$ cat config.mk
export PLATFORM = sky130hd
export DESIGN_NAME = oneshot_periodic_timer_bank_unit_flat
export DESIGN_NICKNAME = d
export VERILOG_FILES = /design/src/rtl/core/otb_pkg.sv /design/src/rtl/core/otb_in_if.sv /design/src/rtl/core/otb_out_if.sv /design/src/rtl/core/otb_ctrl.sv /design/src/rtl/core/otb_dp.sv /design/src/rtl/core/oneshot_periodic_timer_bank_unit.sv /design/src/flat_wrapper.sv
export SDC_FILE = /design/constraint.sdc
export NUM_CORES = 1
export LEC_CHECK = 0
export BUFFER_PORTS_ARGS = -buffer_cell sky130_fd_sc_hd__buf_2
export CAP_MARGIN = 10
export CORE_ASPECT_RATIO = 1.75
export CORE_UTILIZATION = 40
export CTS_CLUSTER_SIZE = 8
export DETAILED_ROUTE_END_ITERATION = 8
export GPL_TIMING_DRIVEN = 0
export PLACE_DENSITY = 0.55
export SLEW_MARGIN = 30
export SYNTH_ARGS = -nofsm -noshare
export SYNTH_HDL_FRONTEND = slang
export SYNTH_SLANG_ARGS = --single-unit
$ cat constraint.sdc
create_clock -name clk -period 4.7 [get_ports clk]
set_input_delay 0.705 -clock clk [delete_from_list [all_inputs] [get_ports clk]]
set_output_delay 0.705 -clock clk [all_outputs]
set_load 0.005 [all_outputs]
$ cat src/rtl/core/otb_pkg.sv
`timescale 1ns / 1ps

package otb_pkg;

  localparam int NUM_TIMERS_DEF = 4;
  localparam int ID_SPACE       = 8;

  localparam int FUNC_W  = 3;
  localparam int ID_W    = 3;
  localparam int JIFFY_W = 16;
  localparam int MASK_W  = 8;

  localparam logic [FUNC_W-1:0] OP_TICK     = 3'd0;
  localparam logic [FUNC_W-1:0] OP_ONESHOT  = 3'd1;
  localparam logic [FUNC_W-1:0] OP_PERIODIC = 3'd2;
  localparam logic [FUNC_W-1:0] OP_CANCEL   = 3'd3;
  localparam logic [FUNC_W-1:0] OP_QUERY    = 3'd4;

  // Decoded command from the controller to the datapath.
  typedef struct packed {
    logic load;
    logic id_ok;
    logic tick;
    logic oneshot;
    logic periodic;
    logic cancel;
    logic query;
  } otb_cmd_t;

endpackage

$ cat src/rtl/core/otb_in_if.sv
`timescale 1ns / 1ps

interface otb_in_if;
  import otb_pkg::*;

  logic               valid;
  logic               ready;
  logic [FUNC_W-1:0]  func;
  logic [ID_W-1:0]    slot;
  logic [JIFFY_W-1:0] delay;
  logic [JIFFY_W-1:0] now;

  modport source (output valid, func, slot, delay, now, input ready);
  modport sink   (input valid, func, slot, delay, now, output ready);
endinterface

$ cat src/rtl/core/otb_out_if.sv
`timescale 1ns / 1ps

interface otb_out_if;
  import otb_pkg::*;

  logic              valid;
  logic              ready;
  logic [MASK_W-1:0] fired_mask;
  logic              running;

  modport source (output valid, fired_mask, running, input ready);
  modport sink   (input valid, fired_mask, running, output ready);
endinterface

$ cat src/rtl/core/otb_ctrl.sv
`timescale 1ns / 1ps

module otb_ctrl
  import otb_pkg::*;
#(
  parameter int NUM_TIMERS = NUM_TIMERS_DEF
) (
  input  logic              clk,
  input  logic              rst,
  input  logic              in_valid,
  input  logic [FUNC_W-1:0] func,
  input  logic [ID_W-1:0]   slot,
  output logic              in_ready,
  output logic              out_valid,
  input  logic              out_ready,
  output otb_cmd_t          cmd
);

  localparam logic ST_EMPTY = 1'b0;
  localparam logic ST_FULL  = 1'b1;

  logic state;
  logic state_next;
  logic accept;

  // Take a new item when the result register is empty or being drained.
  assign in_ready  = (state == ST_EMPTY) || out_ready;
  assign accept    = in_valid && in_ready;
  assign out_valid = (state == ST_FULL);

  always_comb begin
    state_next = state;
    case (state)
      ST_EMPTY: begin
        if (accept) state_next = ST_FULL;
      end
      ST_FULL: begin
        if (accept)         state_next = ST_FULL;
        else if (out_ready) state_next = ST_EMPTY;
      end
      default: state_next = ST_EMPTY;
    endcase
  end

  always_ff @(posedge clk) begin
    if (rst) state <= ST_EMPTY;
    else     state <= state_next;
  end

  always_comb begin
    cmd          = '0;
    cmd.load     = accept;
    cmd.id_ok    = ({1'b0, slot} < (ID_W + 1)'(NUM_TIMERS));
    case (func)
      OP_TICK:     cmd.tick     = 1'b1;
      OP_ONESHOT:  cmd.oneshot  = 1'b1;
      OP_PERIODIC: cmd.periodic = 1'b1;
      OP_CANCEL:   cmd.cancel   = 1'b1;
      OP_QUERY:    cmd.query    = 1'b1;
      default:     ;
    endcase
  end

endmodule

$ cat src/rtl/core/otb_dp.sv
`timescale 1ns / 1ps

module otb_dp
  import otb_pkg::*;
#(
  parameter int NUM_TIMERS = NUM_TIMERS_DEF
) (
  input  logic               clk,
  input  logic               rst,
  input  otb_cmd_t           cmd,
  input  logic [ID_W-1:0]    slot,
  input  logic [JIFFY_W-1:0] delay,
  input  logic [JIFFY_W-1:0] now,
  output logic [MASK_W-1:0]  fired_mask,
  output logic               running
);

  localparam int IDX_W = (NUM_TIMERS > 1) ? $clog2(NUM_TIMERS) : 1;

  logic [JIFFY_W-1:0]    deadline        [NUM_TIMERS];
  logic [JIFFY_W-1:0]    reload_interval [NUM_TIMERS];
  logic [JIFFY_W-1:0]    reload_val      [NUM_TIMERS];
  logic [NUM_TIMERS-1:0] fire;
  logic [NUM_TIMERS-1:0] sel;
  logic [MASK_W-1:0]     fire_mask;
  logic [JIFFY_W-1:0]    arm_sum;
  logic                  sel_running;
  logic [IDX_W-1:0]      idx;

  assign idx     = slot[IDX_W-1:0];
  assign arm_sum = now + delay;

  always_comb begin
    fire_mask   = '0;
    sel_running = 1'b0;
    for (int i = 0; i < NUM_TIMERS; i++) begin
      fire[i]       = (deadline[i] != '0) && (now >= deadline[i]);
      reload_val[i] = (reload_interval[i] != '0) ? JIFFY_W'(now + reload_interval[i]) : '0;
      sel[i]        = cmd.id_ok && (idx == IDX_W'(i));
      fire_mask[i]  = fire[i];
      if (sel[i] && (deadline[i] != '0)) sel_running = 1'b1;
    end
  end

  always_ff @(posedge clk) begin
    for (int i = 0; i < NUM_TIMERS; i++) begin
      if (rst) begin
        deadline[i]        <= '0;
        reload_interval[i] <= '0;
      end else if (cmd.load) begin
        if (cmd.tick && fire[i]) begin
          deadline[i] <= reload_val[i];
        end else if (sel[i] && (cmd.oneshot || cmd.periodic)) begin
          deadline[i]        <= arm_sum;
          reload_interval[i] <= cmd.periodic ? delay : '0;
        end else if (sel[i] && cmd.cancel) begin
          deadline[i] <= '0;
        end
      end
    end
  end

  // Result register; holds while the output side stalls.
  always_ff @(posedge clk) begin
    if (cmd.load) begin
      fired_mask <= cmd.tick ? fire_mask : '0;
      running    <= cmd.query && sel_running;
    end
  end

endmodule

$ cat src/rtl/core/oneshot_periodic_timer_bank_unit.sv
`timescale 1ns / 1ps

// Bank of NUM_TIMERS 16-bit deadline timers. Each input item is one
// operation (tick, arm one-shot, arm periodic, cancel, query) and yields
// exactly one result item in the cycle after it is accepted. The bank takes
// one item per clock: all timers are compared and reloaded in parallel,
// and the result register frees up in the same cycle it is read, so the
// input stalls only while an unread result is held.
module oneshot_periodic_timer_bank_unit
  import otb_pkg::*;
#(
  parameter int NUM_TIMERS = NUM_TIMERS_DEF
) (
  input logic       clk,
  input logic       rst,
  otb_in_if.sink    in_ch,
  otb_out_if.source out_ch
);

  otb_cmd_t cmd;

  otb_ctrl #(
    .NUM_TIMERS(NUM_TIMERS)
  ) u_ctrl (
    .clk       (clk),
    .rst       (rst),
    .in_valid  (in_ch.valid),
    .func      (in_ch.func),
    .slot      (in_ch.slot),
    .in_ready  (in_ch.ready),
    .out_valid (out_ch.valid),
    .out_ready (out_ch.ready),
    .cmd       (cmd)
  );

  otb_dp #(
    .NUM_TIMERS(NUM_TIMERS)
  ) u_dp (
    .clk        (clk),
    .rst        (rst),
    .cmd        (cmd),
    .slot       (in_ch.slot),
    .delay      (in_ch.delay),
    .now        (in_ch.now),
    .fired_mask (out_ch.fired_mask),
    .running    (out_ch.running)
  );

endmodule
$ cat src/flat_wrapper.sv
// flat-port wrapper written by rule: the top's interface ports become plain ports
module oneshot_periodic_timer_bank_unit_flat import otb_pkg::*;
#(
  parameter int NUM_TIMERS = NUM_TIMERS_DEF
)
  (clk, rst, in_ch_valid, in_ch_func, in_ch_slot, in_ch_delay, in_ch_now, in_ch_ready, out_ch_valid, out_ch_fired_mask, out_ch_running, out_ch_ready);
  otb_in_if in_ch_i ();
  otb_out_if out_ch_i ();
  input logic clk;
  input logic rst;
  input wire logic [$bits(in_ch_i.valid)-1:0] in_ch_valid;
  input wire logic [$bits(in_ch_i.func)-1:0] in_ch_func;
  input wire logic [$bits(in_ch_i.slot)-1:0] in_ch_slot;
  input wire logic [$bits(in_ch_i.delay)-1:0] in_ch_delay;
  input wire logic [$bits(in_ch_i.now)-1:0] in_ch_now;
  output wire logic [$bits(in_ch_i.ready)-1:0] in_ch_ready;
  output wire logic [$bits(out_ch_i.valid)-1:0] out_ch_valid;
  output wire logic [$bits(out_ch_i.fired_mask)-1:0] out_ch_fired_mask;
  output wire logic [$bits(out_ch_i.running)-1:0] out_ch_running;
  input wire logic [$bits(out_ch_i.ready)-1:0] out_ch_ready;
  assign in_ch_i.valid = in_ch_valid;
  assign in_ch_i.func = in_ch_func;
  assign in_ch_i.slot = in_ch_slot;
  assign in_ch_i.delay = in_ch_delay;
  assign in_ch_i.now = in_ch_now;
  assign in_ch_ready = in_ch_i.ready;
  assign out_ch_valid = out_ch_i.valid;
  assign out_ch_fired_mask = out_ch_i.fired_mask;
  assign out_ch_running = out_ch_i.running;
  assign out_ch_i.ready = out_ch_ready;
  oneshot_periodic_timer_bank_unit #(.NUM_TIMERS(NUM_TIMERS)) u_core (.clk(clk), .rst(rst), .in_ch(in_ch_i), .out_ch(out_ch_i));
endmodule
==> results.json, run 1 <==
{
  "outcome": "finished, final reports clean",
  "worstSetupPathType": "primary input to flop",
  "cts.htree.levels": 4,
  "holdWs_ps": 528.4,
  "grt_usage_pct": 25.39,
  "fmax_ghz": 0.2747,
  "nFillCells": 2495,
  "ios": 53,
  "synth_area_per_cell_um2": 9.844,
  "power_density_nw_per_um2": 294.3,
  "post_cts_buffers": 0,
  "critPathBufInv": 2,
  "io_buffer_count": 46,
  "hold_path_depth": 3,
  "fin_crit_ps": 3641,
  "dp.final_hpwl_um": 25470,
  "initial_core_util_pct": 40.83,
  "reg2regPathDepth": 9,
  "fin_crit_sh_pct": 77.46,
  "root_buffer": "clkbuf_16",
  "vdd_drop_max_v": 0.0002542,
  "grt_pass1_vias": 8281,
  "antenna_left": 0,
  "grt_antenna_before_repair": 0,
  "drtIter0Drc": 374,
  "critPathMaxFanout": 14,
  "rsz0062_at_grt": "false",
  "cp.required_ps": 5010,
  "max_slew_margin_pct": 30.26,
  "cts_hold_buf": 0,
  "crit_path_end_kind": "flop",
  "drive_gt1_share_pct": 9.499,
  "path_cells": "buf_2 > inv_1 > fa_1 > nor2b_1 > o21a_1 > o21ai_0 > a21oi_1 > o21ai_0 > o21ai_0 > xor2_1 > a22o_1",
  "slowest_stage": "xor2_1",
  "die_height_um": 214.8,
  "ys.flop_type": "edfxtp_1",
  "async_flop_share_pct": 0,
  "setup_viol": 0,
  "ys_seq_elements": 134,
  "cts_tree": "yes",
  "clock_skew_ps": 11.01,
  "cts_buffer_depth": 2,
  "wl_per_cell_um": 21.93,
  "yosysWarnings": 0,
  "vias": 8187,
  "yosysUniqueCellTypes": 68,
  "area_delta_synth_final_pct": 13.02,
  "grt_max_degree": 17,
  "maxCapViolations": 0,
  "crit_family": "compound AO/OA/AOI/OAI gates",
  "netlist_area_um2": 10350,
  "dr.pass1.iters": 4,
  "clk_latency_ps": 450,
  "routed_wl_um": 31890,
  "hold_violations": 0,
  "cp.depth": 11,
  "cts.sinks": 134,
  "slew_viol_final": 0,
  "finalCoreUtilization_pct": 46.15,
  "dieArea_um2": 26540,
  "grt_pass1_wl_um": 47550,
  "layout_commonest_cell": "ha_1",
  "cpMostUsedCell": "o21ai_0",
  "final_cell_mix": "139 x ha_1, 133 x nor2_1, 133 x edfxtp_1, 82 x inv_1, 62 x nand2_1",
  "cts_buffers": 17,
  "grt_overflow": 0,
  "critPathMaxStageDelay_ps": 830,
  "top_layer": "met4",
  "synth_edf_count": 133,
  "post_cts_resized": 0,
  "wl_met1_um": 12720,
  "critical_path_arrival_ps": 3950,
  "avgViaCountPerCell": 5.631,
  "holdCritPathClass": "primary input to flop",
  "worst_pin_slew_ps": 1039,
  "core.rowCount": 77,
  "met3_length_um": 1057,
  "clkTransAtPathRegs_ps": 60,
  "p_leak_nw": 4.872,
  "wl_met2_um": 15990,
  "syn_inst": 1051,
  "seq_area_frac_synth_pct": 38.80,
  "core_um2": 25340,
  "gp_congestion": 0.9038,
  "startpoint_type": "primary input",
  "die_w_um": 123.6,
  "drc": 0,
  "nNetsFinal": 1311
}
-- Yosys cell counts, drive strengths merged, types with 15 or more instances --
cell type,instances,share of area (%)
ha,139,17
nor2,134,4.9
edfxtp,133,39
inv,82,3.0
nand2,62,2.2
a21oi,56,2.8
o21ai,50,2.5
a22o,48,4.1
xnor2,41,3.5
nor4,36,2.2
a21o,27,2.0
xor2,21,1.8
nand3,20,0.97
clkbuf,17,0.62
nor3,15,0.73
-- power breakdown --
| group | switching, mW | internal [mW] | total, mW |
|---|---|---|---|
| Combinational | 0.473 | 0.260 | 0.733 |
| Clock | 0.495 | 0.821 | 1.32 |
| Sequential | 0.0287 | 1.36 | 1.39 |
| Total | 0.997 | 2.44 | 3.44 |
-- per-stage QoR --
stage                     power [mW]  setup slack [ps]  setup TNS, ps  area, um2  std cells
after floorplan                1.859             913.3              0      10360       1054
after global placement         2.116            -393.7          -6281      10980       1416
after detailed placement       2.139             648.9              0      11110       1422
after CTS                      3.446              1101              0      11680       1453
after global routing           3.570             964.4              0      11690       1453
final                          3.441              1059              0      11690       1454
-- state kept, by name (all words and copies together), names as in the netlist --
signal                       cells
u_core.u_ctrl.out_valid          1
u_core.u_dp.deadline            64
u_core.u_dp.fired_mask           4
u_core.u_dp.reload_interval     64
u_core.u_dp.running              1
-- routing by layer --
metal  GRT usage, %  up-vias
li1               -     4092
met1          28.19     3827
met2          43.65      195
met3          4.246       73
met4          16.63        0
met5              0        -
-- logic make-up after synthesis --
| family | share of synthesized area (%) |
|---|---|
| simple gates | 15.19 |
| compound gates | 18.64 |
| fa+ha+maj | 17.78 |
| flops | 38.80 |
| buf+inv | 4.100 |
| xor+xnor | 5.249 |
| other cells | 0.03625 |
| mux | 0.2177 |
-- tightest hold or removal path, stage by stage --
cell and delay (ps):
buf_2 120, inv_1 50, a21oi_1 50
-- final timing paths --
kind / startpoint / endpoint / slack, ps
max reg2reg: u_core.u_dp.deadline[0][0]$_SDFFCE_PP0P_ / u_core.u_dp.deadline[0][12]$_SDFFCE_PP0P_ / 1680
min reg2reg: u_core.u_ctrl.out_valid$_SDFF_PP0_ / u_core.u_ctrl.out_valid$_SDFF_PP0_ / 570
min: in_ch_valid / u_core.u_ctrl.out_valid$_SDFF_PP0_ / 530
max: in_ch_now[1] / u_core.u_dp.deadline[0][14]$_SDFFCE_PP0P_ / 1060
-- layout make-up --
cell class / instances / area [um2] / share of cell area, %
diodes: 1 / 2.502 / 0.02140
plain buffers: 25 / 116.4 / 0.9951
clock buffers: 20 / 436.7 / 3.734
clock inverters: 11 / 133.9 / 1.145
inverters: 82 / 307.8 / 2.632
multi-input cells: 813 / 5989 / 51.22
flip-flops and latches: 134 / 4014 / 34.32
well taps: 316 / 395.4 / 3.381
repair buffers: 52 / 297.8 / 2.547
(Power assumes the default switching activity.)
==> run 2, diff against run 1 <==
Clock period 4.7 ns to 3.8 ns, I/O delays scaled along.
==> run 2 against run 1 <==
Sequential cell count is the same. Via count rose by 0.55%. Clock skew down 0.75 ps. Clock power grew 23%. Worst setup slack got worse by 760 ps. Cell area is the same. Die area is the same. Total power up 24%. Critical path type unchanged.
==> results.json, run 2 (same netlist as run 1, synthesis figures left out) <==
{
  "outcome": "finished, final reports clean",
  "crit_path_end_kind": "flop",
  "grt_pass1_vias": 8272,
  "met2_usage_pct": 43.91,
  "holdCritPathClass": "primary input to flop",
  "post_cts_resized": 0,
  "core.rowCount": 77,
  "core_um2": 25340,
  "slew_viol_final": 0,
  "fin_crit_sh_pct": 92.14,
  "fin_crit_ps": 3501,
  "cpMostUsedCell": "o21ai_0",
  "cts.sinks": 134,
  "p_int_mw": 3.024,
  "critPathMaxStageDelay_ps": 820,
  "setup_viol": 0,
  "crit_family": "compound AO/OA/AOI/OAI gates",
  "cp.required_ps": 4100,
  "root_buffer": "clkbuf_16",
  "cts_buffers": 17,
  "die_height_um": 214.8,
  "worst_pin_slew_ps": 1054,
  "io_buffer_count": 46,
  "worstSetupPathType": "primary input to flop",
  "die_w_um": 123.6,
  "p_switching_mw": 1.231,
  "clk_latency_ps": 440,
  "nNetsFinal": 1311,
  "dr.pass1.iters": 5,
  "combPwrFrac_pct": 21.3,
  "wl_per_cell_um": 21.95,
  "final_cell_mix": "139 x ha_1, 133 x nor2_1, 133 x edfxtp_1, 82 x inv_1, 62 x nand2_1",
  "drtIter0Drc": 409,
  "grt_pass1_wl_um": 47670,
  "grt_overflow": 0,
  "grt_usage_pct": 25.44,
  "dp.final_hpwl_um": 25470,
  "path_cells": "buf_2 > inv_1 > fa_1 > nor2b_1 > o21a_1 > o21ai_0 > a21oi_1 > o21ai_0 > o21ai_0 > xor2_1 > a22o_1",
  "cts_buffer_depth": 2,
  "switching_share_pct": 28.94,
  "dieArea_um2": 26540,
  "antenna_left": 0,
  "layout_commonest_cell": "ha_1",
  "grt.busiest_layer": "met2",
  "max_slew_margin_pct": 29.20,
  "cts_tree": "yes",
  "clock_skew_ps": 10.25,
  "clkTransAtPathRegs_ps": 60,
  "grt_max_degree": 17,
  "cts_hold_buf": 0,
  "drive_gt1_share_pct": 9.499,
  "reg.largest.list": "u_core.u_dp.deadline x64, u_core.u_dp.reload_interval x64, u_core.u_dp.fired_mask x4",
  "fin_ws_ps": 298.6,
  "cts.htree.levels": 4,
  "p_total_mw": 4.255,
  "place_inst": 1422,
  "critPathMaxFanout": 14,
  "critical_path_arrival_ps": 3810,
  "place_ws_ps": -116.1,
  "grtUsageMet3_pct": 4.140,
  "ios": 53,
  "avgViaCountPerCell": 5.662,
  "maxCapViolations": 0,
  "critPathBufInv": 2,
  "rsz0062_at_grt": "false",
  "drc": 0,
  "clockPowerShare_pct": 38.2,
  "hold_violations": 0,
  "post_cts_buffers": 0,
  "startpoint_type": "primary input",
  "vdd_drop_max_v": 0.0003125,
  "initial_core_util_pct": 40.83,
  "routed_wl_um": 31920,
  "fmax_ghz": 0.2856,
  "power_density_nw_per_um2": 363.9,
  "p_leak_nw": 4.872,
  "gp_congestion": 0.9038,
  "use_met1_pct": 28.38,
  "slowest_stage": "xor2_1",
  "area_delta_synth_final_pct": 13.02,
  "instances_no_fill": 1454,
  "vias": 8232,
  "grt_antenna_before_repair": 0,
  "p_seq_share_pct": 40.5
}
## run 2: cell counts in the layout (fill, tap and decap cells not counted)
No cell type changed its count.
## run 2: metal layers
| metal | vias up | wire (um) |
|---|---|---|
| li1 | 4098 | - |
| met3 | 75 | 1126 |
| met1 | 3853 | 12720 |
| met2 | 206 | 16000 |
| met5 | - | 0 |
| met4 | 0 | 2068 |
## run 2: worst paths after layout
check	startpoint	to	slack [ps]	cells after the start
setup / recovery	in_ch_now[1]	u_core.u_dp.deadline[0][14]$_SDFFCE_PP0P_	300	11
hold / removal	in_ch_valid	u_core.u_ctrl.out_valid$_SDFF_PP0_	390	3
setup reg to reg	u_core.u_dp.deadline[0][0]$_SDFFCE_PP0P_	u_core.u_dp.deadline[0][12]$_SDFFCE_PP0P_	790	9
hold reg to reg	u_core.u_ctrl.out_valid$_SDFF_PP0_	u_core.u_ctrl.out_valid$_SDFF_PP0_	580	2
## run 2: power by group through the flow
| stage | clock [mW] | combinational, mW | sequential, mW |
|---|---|---|---|
| final | 1.63 | 0.906 | 1.72 |
| after global routing | 1.70 | 0.989 | 1.73 |
| after CTS | 1.64 | 0.897 | 1.72 |
| after detailed placement | 0 | 0.892 | 1.75 |
| after global placement | 0 | 0.862 | 1.76 |
| after floorplan | 0 | 0.558 | 1.74 |
## run 2: final cells by class
| cell class | instances | area, um2 |
|---|---|---|
| diodes | 1 | 2.502 |
| clock buffers | 20 | 436.7 |
| clock inverters | 11 | 133.9 |
| multi-input cells | 813 | 5989 |
| plain buffers | 25 | 116.4 |
| flip-flops and latches | 134 | 4014 |
| well taps | 316 | 395.4 |
| repair buffers | 52 | 297.8 |
| fillers | 2495 | 13640 |
| inverters | 82 | 307.8 |
## run 2: through the flow
stage	cell area [um2]	TNS, ps	util, %	hold slack (ps)
after floorplan	10360	0	-	557.7
after global placement	10980	-45400	43.35	556.1
after detailed placement	11110	-373.8	43.86	571.6
after CTS	11680	0	46.11	374.0
after global routing	11690	0	46.14	411.5
final	11690	0	46.15	393.8
## run 2: tightest hold or removal path: cells and delay by family
kind	cells	cell delay (ps)
compound gates	1	50
buf+inv	2	170
